### config.mk
export PLATFORM = sky130hd
export DESIGN_NAME = detector_stream_selector
export DESIGN_NICKNAME = d
export VERILOG_FILES = /design/src/sv/dss_pkg.sv /design/src/sv/dss_cfg.sv /design/src/sv/dss_core.sv /design/src/sv/dss_out.sv /design/src/sv/detector_stream_selector.sv
export SDC_FILE = /design/constraint.sdc
export NUM_CORES = 1
export LEC_CHECK = 0
export BUFFER_PORTS_ARGS = -buffer_cell sky130_fd_sc_hd__clkbuf_2
export CAP_MARGIN = 20
export CORE_MARGIN = 2
export CORE_UTILIZATION = 45
export DETAILED_ROUTE_END_ITERATION = 12
export PLACE_DENSITY = 0.74
export SLEW_MARGIN = 10
export SYNTH_ARGS = -nofsm -noshare
export SYNTH_HDL_FRONTEND = slang
export SYNTH_SLANG_ARGS = --single-unit
export TNS_END_PERCENT = 20
### constraint.sdc
create_clock -name clk -period 8.4 [get_ports clk]
set_clock_uncertainty 0.2 [all_clocks]
set_input_delay 0.84 -clock clk [delete_from_list [all_inputs] [get_ports clk]]
set_output_delay 0.84 -clock clk [all_outputs]
set_load 0.05 [all_outputs]
### src/sv/dss_pkg.sv
// Shared types, widths and codes for the detector stream selector.
package dss_pkg;

    localparam int CFG_W  = 11;  // width of the count registers
    localparam int PER_W  = 12;  // Z + X per interior round
    localparam int CNT_W  = 22;  // detector and kept counters
    localparam int COL_W  = 21;  // packed output column
    localparam int PROD_W = 23;  // interior rounds times detectors per round
    localparam int SPAN_W = 24;  // detector positions within a shot layout
    localparam int ADDR_W = 5;
    localparam int DATA_W = 32;

    localparam logic [CNT_W-1:0] CNT_MAX = '1;

    typedef enum logic [2:0] {
        REG_ROUND_CNT    = 3'd0,
        REG_NUM_Z_STABS  = 3'd1,
        REG_NUM_X_STABS  = 3'd2,
        REG_Z_BASIS_PREP = 3'd3,
        REG_KEEP_X       = 3'd4,
        REG_KEEP_Z       = 3'd5
    } reg_idx_t;

    typedef enum logic [1:0] {
        STATUS_OK        = 2'd0,
        STATUS_NONE_KEPT = 2'd1,
        STATUS_MISMATCH  = 2'd2
    } status_t;

    typedef struct packed {
        logic [CFG_W-1:0]  num_z_stabs;
        logic [CFG_W-1:0]  num_x_stabs;
        logic [PER_W-1:0]  per_round;
        logic [PROD_W-1:0] interior_span;
        logic              z_basis_prep;
        logic              keep_x;
        logic              keep_z;
    } cfg_t;

    typedef struct packed {
        logic             kept_bit;
        logic             bit_valid;
        logic [COL_W-1:0] out_position;
        logic             shot_done;
        status_t          status;
    } res_t;

endpackage

### src/sv/dss_cfg.sv
// Configuration registers on the APB port and the derived layout span.
module dss_cfg
    import dss_pkg::*;
(
    input  logic              clk,
    input  logic              rst_n,
    input  logic              psel,
    input  logic              penable,
    input  logic              pwrite,
    input  logic [ADDR_W-1:0] paddr,
    input  logic [DATA_W-1:0] pwdata,
    output logic [DATA_W-1:0] prdata,
    output logic              pready,
    output cfg_t              cfg
);

    logic [CFG_W-1:0]  round_cnt_reg;
    logic [CFG_W-1:0]  num_z_stabs_reg;
    logic [CFG_W-1:0]  num_x_stabs_reg;
    logic              z_basis_prep_reg;
    logic              keep_x_reg;
    logic              keep_z_reg;
    logic [PROD_W-1:0] span_reg;
    logic [PROD_W-1:0] span_next;
    logic [CFG_W-1:0]  interior;
    logic [PER_W-1:0]  per_round;
    logic              wr_en;
    reg_idx_t          reg_sel;

    assign pready  = 1'b1;
    assign wr_en   = psel & penable & pwrite;
    assign reg_sel = reg_idx_t'(paddr[ADDR_W-1:2]);

    always_ff @(posedge clk or negedge rst_n)
    begin
        if (!rst_n)
        begin
            round_cnt_reg    <= CFG_W'(1);
            num_z_stabs_reg  <= '0;
            num_x_stabs_reg  <= '0;
            z_basis_prep_reg <= 1'b1;
            keep_x_reg       <= 1'b1;
            keep_z_reg       <= 1'b1;
        end
        else if (wr_en)
        begin
            unique case (reg_sel)
                REG_ROUND_CNT:    round_cnt_reg    <= pwdata[CFG_W-1:0];
                REG_NUM_Z_STABS:  num_z_stabs_reg  <= pwdata[CFG_W-1:0];
                REG_NUM_X_STABS:  num_x_stabs_reg  <= pwdata[CFG_W-1:0];
                REG_Z_BASIS_PREP: z_basis_prep_reg <= pwdata[0];
                REG_KEEP_X:       keep_x_reg       <= pwdata[0];
                REG_KEEP_Z:       keep_z_reg       <= pwdata[0];
                default:          ;
            endcase
        end
    end

    always_comb
    begin
        unique case (reg_sel)
            REG_ROUND_CNT:    prdata = DATA_W'(round_cnt_reg);
            REG_NUM_Z_STABS:  prdata = DATA_W'(num_z_stabs_reg);
            REG_NUM_X_STABS:  prdata = DATA_W'(num_x_stabs_reg);
            REG_Z_BASIS_PREP: prdata = DATA_W'(z_basis_prep_reg);
            REG_KEEP_X:       prdata = DATA_W'(keep_x_reg);
            REG_KEEP_Z:       prdata = DATA_W'(keep_z_reg);
            default:          prdata = '0;
        endcase
    end

    // interior rounds = rounds - 1, floored at zero
    assign interior  = (round_cnt_reg == '0) ? '0 : round_cnt_reg - CFG_W'(1);
    assign per_round = PER_W'(num_z_stabs_reg) + PER_W'(num_x_stabs_reg);
    assign span_next = PROD_W'(interior) * PROD_W'(per_round);

    // Registered in the cycle after a write; until then the span holds its old value.
    always_ff @(posedge clk or negedge rst_n)
    begin
        if (!rst_n)
            span_reg <= '0;
        else
            span_reg <= span_next;
    end

    always_comb
    begin
        cfg.num_z_stabs   = num_z_stabs_reg;
        cfg.num_x_stabs   = num_x_stabs_reg;
        cfg.per_round     = per_round;
        cfg.interior_span = span_reg;
        cfg.z_basis_prep  = z_basis_prep_reg;
        cfg.keep_x        = keep_x_reg;
        cfg.keep_z        = keep_z_reg;
    end

endmodule

### src/sv/dss_core.sv
// Input register, keep decision and per-shot counters.
module dss_core
    import dss_pkg::*;
(
    input  logic clk,
    input  logic rst_n,
    input  logic syn_valid,
    output logic syn_ready,
    input  logic syndrome_bit,
    input  logic shot_end,
    input  cfg_t cfg,
    input  logic adv,
    output logic res_push,
    output res_t res
);

    logic             in_valid_reg;
    logic             in_valid_next;
    logic             bit_reg;
    logic             end_reg;
    logic [CNT_W-1:0] det_idx_reg;
    logic [CNT_W-1:0] det_idx_next;
    logic [PER_W-1:0] pos_reg;
    logic [PER_W-1:0] pos_next;
    logic [CNT_W-1:0] kept_reg;
    logic [CNT_W-1:0] kept_next;

    logic              accept;
    logic              fire;
    logic [CFG_W-1:0]  fixed;
    logic [SPAN_W-1:0] idx_w;
    logic [SPAN_W-1:0] interior_end;
    logic [SPAN_W-1:0] expected;
    logic              in_head;
    logic              before_int_end;
    logic              before_exp;
    logic              in_interior;
    logic              fixed_kept;
    logic              keep_both;
    logic              keep_one;
    logic              is_z;
    logic              keep;
    logic [PER_W:0]    pos_inc;
    logic              mismatch;

    assign syn_ready = !in_valid_reg || adv;
    assign accept    = syn_valid && syn_ready;
    assign fire      = in_valid_reg && adv;

    always_comb
    begin
        if (accept)
            in_valid_next = 1'b1;
        else if (adv)
            in_valid_next = 1'b0;
        else
            in_valid_next = in_valid_reg;
    end

    always_ff @(posedge clk or negedge rst_n)
    begin
        if (!rst_n)
            in_valid_reg <= 1'b0;
        else
            in_valid_reg <= in_valid_next;
    end

    always_ff @(posedge clk)
    begin
        if (accept)
        begin
            bit_reg <= syndrome_bit;
            end_reg <= shot_end;
        end
    end

    // Layout: head boundary, interior rounds, tail boundary.
    assign fixed        = cfg.z_basis_prep ? cfg.num_z_stabs : cfg.num_x_stabs;
    assign idx_w        = SPAN_W'(det_idx_reg);
    assign interior_end = SPAN_W'(cfg.interior_span) + SPAN_W'(fixed);
    assign expected     = SPAN_W'(cfg.interior_span) + SPAN_W'({fixed, 1'b0});

    assign in_head        = idx_w < SPAN_W'(fixed);
    assign before_int_end = idx_w < interior_end;
    assign before_exp     = idx_w < expected;
    assign in_interior    = !in_head && before_int_end;

    assign fixed_kept = cfg.z_basis_prep ? cfg.keep_z : cfg.keep_x;
    assign keep_both  = cfg.keep_x && cfg.keep_z;
    assign keep_one   = cfg.keep_x ^ cfg.keep_z;
    assign is_z       = pos_reg < PER_W'(cfg.num_z_stabs);

    always_comb
    begin
        keep = 1'b0;
        if (keep_both)
            keep = 1'b1;
        else if (keep_one)
        begin
            priority if (in_head)
                keep = fixed_kept;
            else if (before_int_end)
                keep = is_z ? cfg.keep_z : cfg.keep_x;
            else if (before_exp)
                keep = fixed_kept;
            else
                keep = 1'b0;
        end
    end

    // overflowed detector counter counts as a mismatch too
    assign mismatch = (det_idx_reg == CNT_MAX) || ((idx_w + SPAN_W'(1)) != expected);

    always_comb
    begin
        res.kept_bit     = keep & bit_reg;
        res.bit_valid    = keep;
        res.out_position = keep ? kept_reg[COL_W-1:0] : '0;
        res.shot_done    = end_reg;
        res.status       = STATUS_OK;
        if (end_reg)
        begin
            if (!cfg.keep_x && !cfg.keep_z)
                res.status = STATUS_NONE_KEPT;
            else if (keep_one && mismatch)
                res.status = STATUS_MISMATCH;
        end
    end

    assign res_push = fire && (keep || end_reg);
    assign pos_inc  = {1'b0, pos_reg} + (PER_W+1)'(1);

    always_comb
    begin
        det_idx_next = det_idx_reg;
        pos_next     = pos_reg;
        kept_next    = kept_reg;
        if (in_interior)
            pos_next = (pos_inc >= {1'b0, cfg.per_round}) ? '0 : pos_inc[PER_W-1:0];
        if (keep && kept_reg != CNT_MAX)
            kept_next = kept_reg + CNT_W'(1);
        if (det_idx_reg != CNT_MAX)
            det_idx_next = det_idx_reg + CNT_W'(1);
        if (end_reg)
        begin
            det_idx_next = '0;
            pos_next     = '0;
            kept_next    = '0;
        end
    end

    always_ff @(posedge clk or negedge rst_n)
    begin
        if (!rst_n)
        begin
            det_idx_reg <= '0;
            pos_reg     <= '0;
            kept_reg    <= '0;
        end
        else if (fire)
        begin
            det_idx_reg <= det_idx_next;
            pos_reg     <= pos_next;
            kept_reg    <= kept_next;
        end
    end

endmodule

### src/sv/dss_out.sv
// Result register toward the output channel.
module dss_out
    import dss_pkg::*;
(
    input  logic             clk,
    input  logic             rst_n,
    input  logic             res_push,
    input  res_t             res,
    output logic             adv,
    output logic             res_valid,
    input  logic             res_ready,
    output logic             kept_bit,
    output logic             bit_valid,
    output logic [COL_W-1:0] out_position,
    output logic             shot_done,
    output logic [1:0]       status
);

    logic res_valid_reg;
    logic res_valid_next;
    res_t res_reg;

    assign adv = !res_valid_reg || res_ready;

    always_comb
    begin
        if (res_push)
            res_valid_next = 1'b1;
        else if (res_ready)
            res_valid_next = 1'b0;
        else
            res_valid_next = res_valid_reg;
    end

    always_ff @(posedge clk or negedge rst_n)
    begin
        if (!rst_n)
            res_valid_reg <= 1'b0;
        else
            res_valid_reg <= res_valid_next;
    end

    always_ff @(posedge clk)
    begin
        if (res_push)
            res_reg <= res;
    end

    assign res_valid    = res_valid_reg;
    assign kept_bit     = res_reg.kept_bit;
    assign bit_valid    = res_reg.bit_valid;
    assign out_position = res_reg.out_position;
    assign shot_done    = res_reg.shot_done;
    assign status       = res_reg.status;

endmodule

### src/sv/detector_stream_selector.sv
// Top level of the detector stream selector.
// Usage:
//   Detector bits enter one per transaction on the syn channel (syn_valid /
//   syn_ready, fields syndrome_bit and shot_end). Kept bits leave on the res
//   channel (res_valid / res_ready) with their packed column; the transaction
//   carrying shot_end always yields one result with shot_done and status.
//   Bits that are dropped produce no result.
// Path: an input transaction passes the input register, then the result
//   register; res_valid rises when the result enters the result register.
// Throughput: one detector per cycle unless res_ready stalls; the keep decision
//   and counter updates are one short pass between the two registers.
// Reset: counters clear, both stages empty, registers take their defaults.
// Stall: while res_ready is low the result register holds; the input
//   register still takes one more transaction, then syn_ready drops.
// Configuration uses the APB port; the derived layout span is registered and
//   updates in the cycle after a write.
module detector_stream_selector
    import dss_pkg::*;
(
    input  logic              clk,
    input  logic              rst_n,
    input  logic              psel,
    input  logic              penable,
    input  logic              pwrite,
    input  logic [ADDR_W-1:0] paddr,
    input  logic [DATA_W-1:0] pwdata,
    output logic [DATA_W-1:0] prdata,
    output logic              pready,
    input  logic              syn_valid,
    output logic              syn_ready,
    input  logic              syndrome_bit,
    input  logic              shot_end,
    output logic              res_valid,
    input  logic              res_ready,
    output logic              kept_bit,
    output logic              bit_valid,
    output logic [COL_W-1:0]  out_position,
    output logic              shot_done,
    output logic [1:0]        status
);

    cfg_t cfg;
    res_t res;
    logic res_push;
    logic adv;

    dss_cfg u_cfg (
        .clk     (clk),
        .rst_n   (rst_n),
        .psel    (psel),
        .penable (penable),
        .pwrite  (pwrite),
        .paddr   (paddr),
        .pwdata  (pwdata),
        .prdata  (prdata),
        .pready  (pready),
        .cfg     (cfg)
    );

    dss_core u_core (
        .clk          (clk),
        .rst_n        (rst_n),
        .syn_valid    (syn_valid),
        .syn_ready    (syn_ready),
        .syndrome_bit (syndrome_bit),
        .shot_end     (shot_end),
        .cfg          (cfg),
        .adv          (adv),
        .res_push     (res_push),
        .res          (res)
    );

    dss_out u_out (
        .clk          (clk),
        .rst_n        (rst_n),
        .res_push     (res_push),
        .res          (res),
        .adv          (adv),
        .res_valid    (res_valid),
        .res_ready    (res_ready),
        .kept_bit     (kept_bit),
        .bit_valid    (bit_valid),
        .out_position (out_position),
        .shot_done    (shot_done),
        .status       (status)
    );

endmodule
After elaboration in Yosys (flattened, before gate mapping). Cells that the tools add are included. Widths: inputs -> output; s select.

Reduce and logical (&&, ||, !) cells: 34. Bitwise logic cells: 5. $add $sub $neg: 8. Multiply operators: 1. Magnitude comparators: 5. Eq/ne operators: 9. Mux-type cells: 23.

Operators by type and width (number): $mux 22 (4); $pmux 11 s6 (1); $lt 22x24->1 (2); $add 22x1->22 const B (2); $ne 22x22->1 const B (2); $mux 12 (3); $add 23x11->24 (1); $add 23x12->24 (1); $ne 24x24->1 (1); $add 22x1->23 const B (1); $mul 11x12->23 (1); $eq 22x22->1 const B (1); $lt 22x11->1 (1); $mux 11 (2); $reduce_and 2->1 (9); $add 12x1->13 const B (1); $ge 13x12->1 (1); $add 11x11->12 (1); $lt 12x11->1 (1); $mux 1 (12); $logic_not 11->1 (1); $sub 11x1->11 const B (1); $reduce_bool 2->1 (5); $logic_and 1x1->1 (8); 11 further kinds (22).

Bits in registers: 145.

Longest topological paths before layout.
Depth after elaboration: 11. Mapped depth: 29.

Hierarchy. From an unflattened synthesis, not the netlist that was laid out.

Cells, all modules: 1859. Area, all modules: 16263.1 µm².

Modules (own cells, without submodules): dss_cfg (instances 1, seq. area each 1481.4 µm², area each 7897.6 µm², cells each 877); dss_core (instances 1, seq. area each 1486.4 µm², area each 7537.2 µm², cells each 953); dss_out (instances 1, seq. area each 805.8 µm², area each 828.3 µm², cells each 29).

Least setup slack after synthesis. No wires, ideal clock.

Path kind: flip-flop to flip-flop. From: reg u_cfg.num_x_stabs_reg[0]. To: reg u_cfg.span_reg[22]. Stages on the path, launching flop included: 30. Path buffers: 0. Slack: 1.461 ns. Clock period less this slack: 6.939 ns. Arrival: 6.659 ns. Data required time: 8.120 ns. Cell sequence: dfrtp_1 -> ha_1 -> fa_1 -> a21o_1 -> a21oi_1 -> o21bai_1 -> a21oi_1 -> o21bai_1 -> a21oi_1 -> o21ai_0 -> a21oi_1 -> xnor2_1 -> nand2_1 -> fa_1 -> inv_1 -> fa_1 -> fa_1 -> fa_1 -> inv_1 -> fa_1 -> inv_1 -> ha_1 -> a21oi_1 -> inv_1 -> or3_1 -> o211ai_1 -> a31oi_1 -> a21o_1 -> a21oi_1 -> xnor2_1.

Longest elaborated chain between the ends: 2.

RTL lines: from (decl) (line dss_cfg.sv:19) `logic [CFG_W-1:0] num_x_stabs_reg;`; from (signal assigned) (line dss_cfg.sv:50) `REG_NUM_X_STABS: num_x_stabs_reg <= pwdata[CFG_W-1:0];`; $add 11x11->12 (line dss_cfg.sv:74) `assign per_round = PER_W'(num_z_stabs_reg) + PER_W'(num_x_stabs_reg);`; $mul 11x12->23 (line dss_cfg.sv:75) `assign span_next = PROD_W'(interior) * PROD_W'(per_round);`; via u_cfg.span_next[22] (line dss_cfg.sv:24) `logic [PROD_W-1:0] span_next;`; to (signal assigned) (line dss_cfg.sv:83) `span_reg <= span_next;`; to (decl) (line dss_cfg.sv:23) `logic [PROD_W-1:0] span_reg;`.

The timed path passes the listed nets, and every way through them passes these cells. A chain may end at the register's enable or synchronous reset.

Worst setup path after layout.
From: reg u_cfg.num_z_stabs_reg[0]. To: reg u_cfg.span_reg[22].

Longest elaborated chain between the ends: 2.

RTL lines: from (decl) (line dss_cfg.sv:18) `logic [CFG_W-1:0] num_z_stabs_reg;`; from (signal assigned) (line dss_cfg.sv:49) `REG_NUM_Z_STABS: num_z_stabs_reg <= pwdata[CFG_W-1:0];`; $add 11x11->12 (line dss_cfg.sv:74); $mul 11x12->23 (line dss_cfg.sv:75); via u_cfg.span_next[22] (line dss_cfg.sv:24).

The timed path passes the listed nets, and every way through them passes these cells.

==> impl_metrics.yaml <==
status:
  status: "completed"
cts:
  cts_tree: "yes"
  ctsResizeCount: 0
  clockBufferDepth: 2
  clk_pin_slew_worst_paths_ns: 0.07
  cts_max_level: 4
  cts_hold_buf: 0
  root_buffer: "clkbuf_16"
  cts-buffers-inserted: 17
  clock_sinks: 145
  postCtsSetupBuffers: 0
  clock_latency_ns: 0.45
synthesis:
  async_flop_share: 0.807
  yosysUniqueCellTypes: 72
  synth-edff-count: 28
  avgSynthCellArea_sq_um: 8.84
  synthFlopType: "dfrtp_1"
  netlist_area_sq_um: 15400
  synth_top_area_cell: "dfrtp_1"
  synth_area_leaders: "dfrtp_1 (18%), ha_1 (14%), fa_1 (12%)"
  synth_seq_cells: 145
  synth.yosys.warnings: 0
  synth.top_cell.area_share: 0.183
  syn_inst: 1748
  seq_area_frac_synth: 0.244
worst_setup_path:
  crit_type: "reg2reg"
  critical-path-max-stage-delay_ns: 0.55
  crit_path_start_kind: "flip-flop"
  cp_slowest_cell: "fa_1"
  worstPathMaxFanout: 7
  cp-end-kind: "flip-flop"
  required_ns: 8.57
  cp.arrival_ns: 7.92
drt:
  viasPerCell: 5.62
  drc_errors: 0
  firstDrtPassIters: 5
  post_drt_wl_per_cell_um: 17.0
  drt_wl_total_mm: 38.0
  drt_iter0_markers: 943
  drtAntennaViolNets: 0
  detailroute.via_count: 12543
worst_hold_path:
  min_path_type: "in2async"
placed_design:
  detailed_place_hpwl_mm: 29.3
  routabilityCongestion: 0.905
  io_buffers: 61
floorplanning:
  die_w_um: 189
  die_h_um: 189
  core_area_sq_um: 33700
  dieArea_sq_um: 35800
  rows: 67
  pin_count: 107
  initial_core_util: 0.458
sta:
  finalSetupViolCount: 0
  rsz0062_at_grt: "no"
  fin_crit_sh: 0.922
  max_freq_mhz: 129
  fin_crit_ns: 7.75
  fin_tns_setup_ns: 0
  hold_viol: 0
  slew_violations: 0
  worstMarginPinSlew_ns: 0.970
  slew_headroom: 0.353
finish:
  final_common_cell: "inv_1"
  nNetsFinal: 2083
  nFillCells: 3153
  final_cell_mix: "inv_1 (182), ha_1 (176), nand2_1 (170)"
  num_antenna_cells: 0
  largest_register_ffs: 23
  syn_to_final_growth_pct: 7.86
  drive_above_1_share: 0.0926
global_route:
  track_usage: 0.215
  grt_pass1_wl_mm: 62.2
  grt_max_degree: 69
  grt_pass1_vias: 12529
  antenna_found_initial: 0
  overflow: 0
job:
  drv_cap: 0
cells in the mapped netlist, drive strengths merged, types with 20 or more instances:
master	n
and3	20
ha	176
a21oi	75
nor3	45
fa	92
clkbuf	57
edfxtp	28
buf	34
nand3	39
nor2	162
xor2	39
o21ai	90
nor2b	32
mux2	26
inv	182
dfrtp	113
nand2	170
xnor2	71
mux2i	37
routing by layer:
metal | global-route usage | routed length, um | up-vias
met3 | 0.0308 | 1840 | 81
met2 | 0.374 | 18900 | 336
met1 | 0.275 | 16300 | 6165
met4 | 0.0742 | 1030 | 0
li1 | - | - | 5961
met5 | 0 | 0 | -
final cells by class:
| class | instances | area [sq um] | area share |
|---|---|---|---|
| multi-input cells | 1347 | 10600 | 0.638 |
| repair buffers | 73 | 398 | 0.0239 |
| inverters | 185 | 694 | 0.0417 |
| well taps | 448 | 561 | 0.0336 |
| flip-flops and latches | 145 | 3770 | 0.226 |
| clock buffers | 17 | 425 | 0.0255 |
| clock inverters | 15 | 188 | 0.0113 |
kinds of logic after synthesis:
| logic type | synth area share |
|---|---|
| other | 0.000486 |
| multiplexers | 0.0429 |
| flip-flops | 0.244 |
| buffers and inverters | 0.0737 |
| AO/OA/AOI/OAI | 0.128 |
| adder cells (fa/ha/maj) | 0.262 |
| XOR/XNOR | 0.0726 |
| AND/OR/NAND/NOR | 0.176 |
critical path, delay by kind of cell, from the launching register on:
family	cells	cell delay, ns
adder cells (fa/ha/maj)	8	3.45
AO/OA/AOI/OAI	13	2.45
AND/OR/NAND/NOR	2	0.48
flip-flops	1	0.47
XOR/XNOR	2	0.42
buffers and inverters	4	0.21
final timing paths:
path / from / to / slack (ns) / depth (start not counted)
max: u_cfg.num_z_stabs_reg[0] / u_cfg.span_reg[22] / 0.65 / 29
max in group asynchronous: rst_n / u_core.det_idx_reg[19] / 6.48 / 2
min in group clk: u_core.kept_reg[11] / u_core.kept_reg[11] / 0.30 / 1
min reg2reg: u_core.kept_reg[11] / u_core.kept_reg[11] / 0.30 / 1
min: rst_n / u_core.pos_reg[6] / 0.28 / 1
max reg2reg: u_cfg.num_z_stabs_reg[0] / u_cfg.span_reg[22] / 0.65 / 29
through the flow:
stage          setup WS (ns)  cell area (sq um)  hold WS, ns  utilization  std cells
5_1_grt                0.123              16700        0.325        0.494       2230
3_5_place_dp           0.751              16000        0.289        0.476       2197
2_1_floorplan           1.46              15500        0.224            -       1768
3_3_place_gp           0.835              16000        0.283        0.476       2197
4_1_cts                0.684              16700        0.299        0.494       2229
6_report               0.652              16700        0.283        0.494       2230
Power is not shown: default switching activity piles up to over one toggle a cycle in this logic, so the estimate is an artifact.
